[config.mk]
export PLATFORM = sky130hd
export DESIGN_NAME = smacd_ctrl
export DESIGN_NICKNAME = d
export VERILOG_FILES = /design/src/rtl/core/smacd_pkg.sv /design/src/rtl/core/smacd_ctrl.sv
export VERILOG_INCLUDE_DIRS = /design/src /design/src/rtl/core
export SDC_FILE = /design/constraint.sdc
export NUM_CORES = 1
export LEC_CHECK = 0
export ABC_AREA = 1
export BUFFER_PORTS_ARGS = -buffer_cell sky130_fd_sc_hd__buf_2
export CORE_AREA = 2 2 39 41
export DETAILED_ROUTE_END_ITERATION = 8
export DIE_AREA = 0 0 41 43
export GPL_ROUTABILITY_DRIVEN = 0
export PLACE_DENSITY_LB_ADDON = 0.05
export SYNTH_ARGS = -nofsm -noshare
export SYNTH_HDL_FRONTEND = slang
export SYNTH_SLANG_ARGS = --single-unit
[constraint.sdc]
create_clock -name aclk -period 0.96 [get_ports aclk]
set_input_delay 0.192 -clock aclk [delete_from_list [all_inputs] [get_ports aclk]]
set_output_delay 0.192 -clock aclk [all_outputs]
set_load 0.02 [all_outputs]
[src/rtl/core/assert_macros.svh]
`ifndef ASSERT_MACROS_SVH
`define ASSERT_MACROS_SVH

// Condition holds on every clock edge out of reset.
`define ASSERT_ALWAYS(lbl, clk, rst_n, cond) \
    lbl: assert property (@(posedge clk) disable iff (!rst_n) (cond)) \
        else $error("assertion failed");

// Antecedent implies consequent in the same cycle.
`define ASSERT_IMPL(lbl, clk, rst_n, ante, cons) \
    lbl: assert property (@(posedge clk) disable iff (!rst_n) (ante) |-> (cons)) \
        else $error("assertion failed");

// Antecedent implies consequent in the next cycle.
`define ASSERT_NEXT(lbl, clk, rst_n, ante, cons) \
    lbl: assert property (@(posedge clk) disable iff (!rst_n) (ante) |=> (cons)) \
        else $error("assertion failed");

`endif

[src/rtl/core/smacd_pkg.sv]
`timescale 1ns / 1ps
`default_nettype none

package smacd_pkg;

    localparam int NUM_SYMBOLS = 16;
    localparam int MAX_SLOW    = 64;
    localparam int PRICE_BITS  = 32;

    localparam int SYM_W      = $clog2(NUM_SYMBOLS);
    localparam int HIST_DEPTH = MAX_SLOW + 1;
    localparam int SLOT_W     = $clog2(HIST_DEPTH);
    localparam int MEM_AW     = SYM_W + SLOT_W;
    localparam int FAST_W     = 6;
    localparam int SLOW_W     = 7;
    localparam int SUM_W      = PRICE_BITS + SLOT_W;
    localparam int PROD_W     = SUM_W + SLOW_W;

    localparam int IN_TDATA_W  = ((SYM_W + PRICE_BITS + 7) / 8) * 8;
    localparam int OUT_TDATA_W = ((SYM_W + 1 + 7) / 8) * 8;

    localparam logic [FAST_W-1:0] FAST_RESET = FAST_W'(10);
    localparam logic [SLOW_W-1:0] SLOW_RESET = SLOW_W'(30);

    // Configuration register indexes
    localparam logic CFG_FAST_WINDOW = 1'b0;
    localparam logic CFG_SLOW_WINDOW = 1'b1;

    // Signal directions
    localparam logic DIR_LONG = 1'b0;
    localparam logic DIR_EXIT = 1'b1;

    typedef enum logic [2:0] {
        ST_IDLE,
        ST_WRITE,
        ST_READ,
        ST_DRAIN,
        ST_MUL,
        ST_DECIDE
    } ctrl_state_t;

    typedef struct packed {
        logic accept;   // latch input word
        logic write;    // store price, bump fill count, clear sums
        logic rd_en;    // read history entry at current age
        logic mul;      // form cross products
        logic decide;   // compare, update position, load output
    } ctrl_cmd_t;

    typedef struct packed {
        logic calc_ok;  // windows valid and history long enough
        logic age_last; // current read age is the slow window
        logic out_free; // output register can take a word
    } ctrl_stat_t;

endpackage

`default_nettype wire

[src/rtl/core/smacd_ctrl.sv]
`timescale 1ns / 1ps
`default_nettype none

`include "assert_macros.svh"

module smacd_ctrl (
    input  wire logic                  aclk,
    input  wire logic                  aresetn,
    input  wire logic                  s_axis_tvalid,
    output logic                       s_axis_tready,
    input  wire smacd_pkg::ctrl_stat_t stat,
    output smacd_pkg::ctrl_cmd_t       cmd
);

    smacd_pkg::ctrl_state_t state_reg, state_next;

    // State register
    always_ff @(posedge aclk) begin
        if (!aresetn) begin
            state_reg <= smacd_pkg::ST_IDLE;
        end else begin
            state_reg <= state_next;
        end
    end

    // Next state
    always_comb begin
        state_next = state_reg;
        case (state_reg)
            smacd_pkg::ST_IDLE: begin
                if (s_axis_tvalid) state_next = smacd_pkg::ST_WRITE;
            end
            smacd_pkg::ST_WRITE: begin
                state_next = stat.calc_ok ? smacd_pkg::ST_READ : smacd_pkg::ST_IDLE;
            end
            smacd_pkg::ST_READ: begin
                if (stat.age_last) state_next = smacd_pkg::ST_DRAIN;
            end
            smacd_pkg::ST_DRAIN:  state_next = smacd_pkg::ST_MUL;
            smacd_pkg::ST_MUL:    state_next = smacd_pkg::ST_DECIDE;
            smacd_pkg::ST_DECIDE: begin
                if (stat.out_free) state_next = smacd_pkg::ST_IDLE;
            end
            default: state_next = smacd_pkg::ST_IDLE;
        endcase
    end

    // Outputs
    always_comb begin
        s_axis_tready = 1'b0;
        cmd           = '0;
        case (state_reg)
            smacd_pkg::ST_IDLE: begin
                s_axis_tready = 1'b1;
                cmd.accept    = s_axis_tvalid;
            end
            smacd_pkg::ST_WRITE:  cmd.write  = 1'b1;
            smacd_pkg::ST_READ:   cmd.rd_en  = 1'b1;
            smacd_pkg::ST_MUL:    cmd.mul    = 1'b1;
            smacd_pkg::ST_DECIDE: cmd.decide = stat.out_free;
            default: ;
        endcase
    end

    // Reads only happen for items that qualify for a signal check
    `ASSERT_NEXT(a_read_after_ok, aclk, aresetn, cmd.write && !stat.calc_ok, !cmd.rd_en)
    // Read sweep ends in the drain cycle
    `ASSERT_NEXT(a_drain_after_last, aclk, aresetn, cmd.rd_en && stat.age_last, state_reg == smacd_pkg::ST_DRAIN)

endmodule

`default_nettype wire

Word level (Yosys, flattened, before mapping):

Index checks and enable logic that the tools add are counted.
W data, S select, Z words.

* register bits after elaboration: 3
* bits in latches: 0
* RAM bits: 0
* ROM bits: 0
* input bits: 6
* output and inout port bits: 6
* word-level logic and storage cells: 22
* memories: 0

* $add $sub $neg: 0
* $mul: 0
* div/mod/pow operators: 0
* $lt $le $gt $ge: 0
* equality and inequality tests: 8
* shifts and indexed selects: 0
* mux-type cells: 11
* bitwise gates (word level): 0
* reduce and logical (&&, ||, !) cells: 2

Operator list (number)
* $pmux W3 S6: 1
* $mux W3: 3
* $eq A3 B2 Y1 const B: 2
* $eq A3 B3 Y1 const B: 2
* $mux W1: 6
* $ne A2 B2 Y1 const B: 3
* $eq A3 B1 Y1 const B: 1
* $logic_not A3 Y1: 1
* $reduce_and A3 Y1: 1
* $mux W2: 1

Longest topological paths before layout:

Gate-level depths: netlist of the first run.

* depth after elaboration: 3
* mapped depth: 7
* gate-level depth less buffers: 7

Least setup slack after synthesis of the first run:

OpenSTA, ideal clock, no wires.

* path kind: flip-flop to output port
* start point: register state_reg[0]
* end point: output cmd[4] in the netlist's numbering
* arrival: 0.966 ns
* required time: 0.768 ns
* path slack: -0.198 ns
* cell stages (with the launch flop): 4
* buffers on the path: 0
* cell sequence: dfxtp_1 nor2_2 inv_2 nor3_1

RTL lines
* start: declaration: RTL line smacd_ctrl.sv:15 `smacd_pkg::ctrl_state_t state_reg, state_next;`
* start signal: assignment: RTL line smacd_ctrl.sv:20 `state_reg <= smacd_pkg::ST_IDLE;`
* start signal: assignment: RTL line smacd_ctrl.sv:22 `state_reg <= state_next;`
* end: declaration: RTL line smacd_ctrl.sv:12 `output smacd_pkg::ctrl_cmd_t cmd`

==> results_dict.tcl, run 1 <==
set metrics [dict create \
    nets 65 \
    clk_pin_slew_ns 0.04 \
    critPathMaxFanout 6 \
    routed_via_density 3.77 \
    drt_iter0_drc 10 \
    syn_area_per_cell_um2 6.26 \
    hold_viol_final 0 \
    r2r-start "state_reg[1]$_SDFFE_PN0P_" \
    rrSetupSlack_ns -0.18 \
    fp.coreArea_um2 1380 \
    clk_latency_ns 0.23 \
    powerDensity_nw_per_um2 1340 \
    synth_nets 41 \
    r2r_end "state_reg[1]$_SDFFE_PN0P_" \
    routedWlPerCell_um 8.39 \
    fin_crit_ns 1.23 \
    grt_pass1_vias 260 \
    critPathKind "reg -> out" \
    cts_hold_buffers 0 \
    vdd_drop_max_v 0.000439 \
    drc 0 \
    power_frac_comb 0.363 \
    finish.utilization 0.321 \
    cts_max_level 1 \
    cts_tree "yes" \
    io_pins 12 \
    leakage_nw 0.224 \
    fin_crit_sh 1.28 \
    synth_ff_type "dfxtp_1" \
    layout_commonest_cell "buf_4" \
    dieArea_um2 1760 \
    num_vias 279 \
    switchingPower_mw 0.193 \
    relSlewSlack 0.892 \
    ant_nets 0 \
    grt_usage 0.0945 \
    initial_core_util 0.158 \
    seq_power_share 0.263 \
    tightest_slew_ns 0.160 \
    final_max_slew_viol_count 0 \
    setup_viol 7 \
    synth_warnings 0 \
    grt_max_degree 7 \
    hold_path_end "state_reg[1]$_SDFFE_PN0P_" \
    ys_types 13 \
    syn2layout_area_growth_pct 103 \
    skew_ns 0.00601 \
    yosysSeqAreaShare 0.274 \
    required_ns 0.77 \
    status "finished, violations left" \
    antenna_found_initial 0 \
    num-fill-cells 159 \
    layout_common_cells "11 x buf_4, 7 x inv_1, 5 x buf_2, 4 x buf_6" \
    ys_seq_elements 3 \
    synthArstFlopShare 0 \
    cts.path.max_buffers 2 \
    port_buffers 11 \
    diodes 0 \
    cts_buffers 3 \
    max_freq_mhz 814 \
    rsz0062_at_grt "yes" \
    die_w_um 41 \
    seq_area_um2 68.8 \
    hp-start "stat[2]" \
    cts_root_buf "clkbuf_4" \
    cp.arrival_ns 1.04 \
    end_kind "primary output" \
    grt-ovfl-total 0 \
    die_h_um 43 \
    syn-instance-count 35 \
    r2r.worst_path.cells 7 \
    synth_edf_count 0 \
    hpwlAfterDp_um 485 \
    internal-power_mw 0.403 \
    drt-total-wl_um 621 \
    syn_area_um2 219 \
    setup_tns_ns -1.59 \
    drive_gt1_frac 0.638 \
    start_kind "register" \
    grt_pass1_wl_mm 1.04 \
    max_cap_viol_count 0 \
    failed_checks "setup timing" \
    clkPwrFrac 0.374 \
    first_pass_iters 4 \
    largest_reg_flops 3 \
    holdPathStages 3 \
    multi_input_area_um2 134 \
    hold_path_class "in -> reg" \
    placementRows 14 \
    cts_sinks 3 \
    swShare 0.324 \
    setup_ws_ns -0.268 \
]
## kinds of logic (layout without fill, tap and decap cells)
kind of cell | Yosys count | in the layout | share of synthesized area
buffers and inverters | 11 | 34 | 0.223
AO/OA/AOI/OAI | 3 | 3 | 0.0857
flip-flops | 3 | 3 | 0.274
AND/OR/NAND/NOR | 18 | 18 | 0.417
## Yosys cell counts, types with 3 or more instances
master	number	area (um2)
inv_1	7	26.3
nor2_1	4	15.0
nor2_2	4	25.0
dfxtp_1	3	60.1
inv_2	3	11.3
nand2_1	3	11.3
nand3_1	3	15.0
nor3_1	3	15.0
## stage by stage
stage / power [mW] / cells / hold slack (ns) / setup slack [ns] / instance area [um2]
2_1_floorplan: 0.259 / 35 / 0.337 / -0.0361 / 234
3_3_place_gp: 0.324 / 67 / 0.458 / -0.0650 / 343
3_5_place_dp: 0.324 / 67 / 0.450 / -0.0636 / 343
4_1_cts: 0.604 / 74 / 0.195 / -0.280 / 442
5_1_grt: 0.654 / 74 / 0.187 / -0.335 / 444
6_report: 0.596 / 74 / 0.203 / -0.268 / 444
## critical path: stages, from the launching register on
cell and delay (ns):
dfxtp_2 0.34, buf_4 0.14, nor3_2 0.16, buf_4 0.16
## area by class of cell
class                      instances  share of cell area
clock buffer                       4              0.0592
sequential                         3               0.155
timing repair buffer              20               0.344
tap                               16              0.0451
multi-input combinational         21               0.301
inverter                          10              0.0958
## worst max path at each step
stage | startpoint | cells past startpoint | endpoint
CTS | state_reg[2]$_SDFFE_PN0P_ | 3 | cmd[4]
global route | state_reg[1]$_SDFFE_PN0P_ | 4 | cmd[4]
floorplan | state_reg[1]$_SDFFE_PN0P_ | 3 | s_axis_tready
detailed placement | state_reg[2]$_SDFFE_PN0P_ | 3 | cmd[4]
finish | state_reg[2]$_SDFFE_PN0P_ | 3 | cmd[4]
global placement | state_reg[1]$_SDFFE_PN0P_ | 5 | cmd[2]
## metal layers
layer	track usage	part of all wire	up-vias
li1	-	-	149
met4	0.0800	0	0
met2	0.128	0.51	11
met1	0.0903	0.42	119
met3	0.0681	0.068	0
met5	0	0	-
## power by group through the flow
| stage | Combinational [mW] | Sequential [mW] | Clock, mW |
|---|---|---|---|
| after CTS | 0.218 | 0.155 | 0.232 |
| after detailed placement | 0.172 | 0.152 | 0 |
| after floorplan | 0.110 | 0.149 | 0 |
| final | 0.217 | 0.157 | 0.223 |
| after global placement | 0.172 | 0.153 | 0 |
| after global routing | 0.239 | 0.158 | 0.257 |
## repair_timing
| item | in CTS | in global routing |
|---|---|---|
| gates cloned | 0 | 0 |
| pin swaps | 3 | 2 |
| resized for setup | 17 | 1 |
| endpoints found under the setup margin | 7 | 9 |
| setup buffers | 3 | 0 |
Power figures use the tool's default switching activity.
==> run 2: changes to the inputs <==
- ABC_AREA: 1 -> not set
==> run 2 against run 1 <==
Cell area unchanged. Combinational power decreased by 30%. Via count decreased by 21%. Worst setup slack improved by 0.0039 ns. Count of clock-buffer cells in the layout unchanged. Hold slack got worse by 0.0063 ns. Sequential cell count unchanged. Die area unchanged. Clock power decreased by 4%. Global-route usage decreased by 2.2 points. Sequential power decreased by 6%. Non-clock buffer count decreased by 3. The run still ends with setup timing left.
==> results_dict.tcl, run 2 <==
set metrics [dict create \
    status "finished, violations left" \
    failed_checks "setup timing" \
    die_w_um 41 \
    synth_commonest_cells "3 x dfxtp_1, 3 x nor2_1" \
    power_frac_comb 0.296 \
    cts_sinks 3 \
    placementRows 14 \
    required_ns 0.77 \
    cts.path.max_buffers 2 \
    fp.coreArea_um2 1380 \
    vdd_drop_max_v 0.000472 \
    swShare 0.272 \
    synth_top_cell_by_area "dfxtp_1" \
    grt-ovfl-total 0 \
    path_cells "nor3_4, and2_4, buf_6" \
    critPathKind "reg -> out" \
    wl_met1_um 209 \
    layout.cells.non_filler 58 \
    end_kind "primary output" \
    yosysSeqAreaShare 0.331 \
    routed_via_density 3.81 \
    synth_warnings 0 \
    cts_root_buf "clkbuf_4" \
    critical_path.top_delay_family "flip-flops" \
    drive_gt1_frac 0.857 \
    path_buf_inv 1 \
    setup_tns_ns -1.31 \
    setup_viol 7 \
    critPathMaxFanout 6 \
    synth_edf_count 0 \
    wl_met3_um 19 \
    skew_ns 0.000782 \
    syn-instance-count 21 \
    drc 0 \
    total_power_mw 0.514 \
    pre_cts_ws_ns -0.0661 \
    ant_nets 0 \
    leakage_nw 0.188 \
    diodes 0 \
    final_max_slew_viol_count 0 \
    ys_types 13 \
    syn_area_um2 181 \
    synthArstFlopShare 0 \
    max_stage_delay_ns 0.36 \
    clkPwrFrac 0.417 \
    first_pass_iters 2 \
    io_pins 12 \
    rsz0062_at_grt "yes" \
    nets 49 \
    synth_nets 27 \
    grt_max_degree 8 \
    num_vias 221 \
    synth_ff_type "dfxtp_1" \
    cts_buffers 3 \
    ys_seq_elements 3 \
    port_buffers 11 \
    seq_power_share 0.287 \
    switchingPower_mw 0.140 \
    clk_latency_ns 0.23 \
    cpMaxStageDelayCell "dfxtp_4" \
    routed-wl-met2_um 293 \
    antenna_found_initial 0 \
    cts_max_level 1 \
    hpwlAfterDp_um 389 \
    grt_pass1_vias 210 \
    grt_pass1_wl_um 828 \
    syn2layout_area_growth_pct 145 \
    synth_top_area_share 0.331 \
    synthTopCellsByArea "dfxtp_1 33%, nor3b_2 14%, nand2b_1 6.9%" \
    powerDensity_nw_per_um2 1160 \
    syn_area_per_cell_um2 8.64 \
    largest_reg_flops 3 \
    dieArea_um2 1760 \
    tightest_slew_ns 0.175 \
    relSlewSlack 0.883 \
    max_cap_viol_count 0 \
    cts_hold_buffers 0 \
    hold_path_class "in -> reg" \
    drt_iter0_drc 2 \
    max_freq_mhz 817 \
    clk_pin_slew_ns 0.03 \
    internal-power_mw 0.374 \
    setup_ws_ns -0.264 \
    fin_crit_ns 1.22 \
    layout_commonest_cell "buf_6" \
    layout_common_cells "7 x buf_6, 6 x buf_2, 4 x buf_4, 3 x clkbuf_4, 3 x dfxtp_4" \
    cp.arrival_ns 1.03 \
    start_kind "register" \
    die_h_um 43 \
    cts_tree "yes" \
    grt_usage 0.0722 \
    drt-total-wl_um 522 \
    fin_crit_sh 1.27 \
    hold_viol_final 0 \
    dp.cells 50 \
    routedWlPerCell_um 9.00 \
    highest-signal-layer "met3" \
    initial_core_util 0.131 \
]
-- run 2: cell types whose count changed after synthesis, sizes merged, moves of 2 or more --
cell    delta
inv       -10
nor2       -5
nand3      -3
nor3       -3
nand2b     +2
nor3b      +2
-- run 2: path summary, 6_finish.rpt --
path | from | endpoint | slack (ns) | cells past startpoint
setup / recovery | state_reg[1]$_SDFFE_PN0P_ | cmd[4] | -0.26 | 3
hold / removal | aresetn | state_reg[2]$_SDFFE_PN0P_ | 0.20 | 2
setup reg to reg | state_reg[1]$_SDFFE_PN0P_ | state_reg[0]$_SDFFE_PN0P_ | -0.02 | 4
hold reg to reg | state_reg[1]$_SDFFE_PN0P_ | state_reg[0]$_SDFFE_PN0P_ | 0.60 | 2
-- run 2: through the flow --
step	util	instance area, um2	hold WS [ns]
after floorplan	-	221	0.309
after global placement	0.225	312	0.431
after detailed placement	0.225	312	0.437
after CTS	0.284	393	0.194
after global routing	0.321	444	0.198
final	0.321	444	0.197
-- run 2: area by class of cell --
| type | count | area [um2] |
|---|---|---|
| Fill cell | 157 | 940 |
| Tap cell | 16 | 20.0 |
| Sequential cell | 3 | 71.3 |
| Multi-Input combinational cell | 18 | 188 |
| Clock buffer | 4 | 26.3 |
| Timing Repair Buffer | 17 | 139 |
-- run 2: cell families (layout without fill, tap and decap cells) --
group	Yosys count	in the layout	share of synthesized area
compound gates	5	5	0.207
buf+inv	0	21	0
flops	3	3	0.331
simple gates	13	13	0.462
-- run 2: power by group through the flow --
| stage | Sequential, mW | Combinational [mW] | Clock [mW] |
|---|---|---|---|
| after global placement | 0.153 | 0.103 | 0 |
| after CTS | 0.148 | 0.135 | 0.229 |
| after floorplan | 0.148 | 0.0676 | 0 |
| after detailed placement | 0.153 | 0.103 | 0 |
| final | 0.147 | 0.152 | 0.214 |
| after global routing | 0.149 | 0.164 | 0.237 |
-- run 2: worst reg2reg max path: cells and delay by family, from the launching register on --
kind                   cells  cell delay [ns]
AO/OA/AOI/OAI              1             0.10
buffers and inverters      1             0.15
flip-flops                 1             0.38
AND/OR/NAND/NOR            2             0.26
-- run 2: routing by layer --
layer  track usage  vias to the layer above
li1              -                      116
met3        0.0157                        0
met5             0                        -
met4        0.0800                        0
met2        0.0906                        5
met1        0.0897                      100
-- run 2: what timing repair did --
action / in CTS / in global routing
resized for setup: 12 / 9
endpoints found under the setup margin: 9 / 8
buffers inserted: 3 / 2
pin swaps: 3 / 4
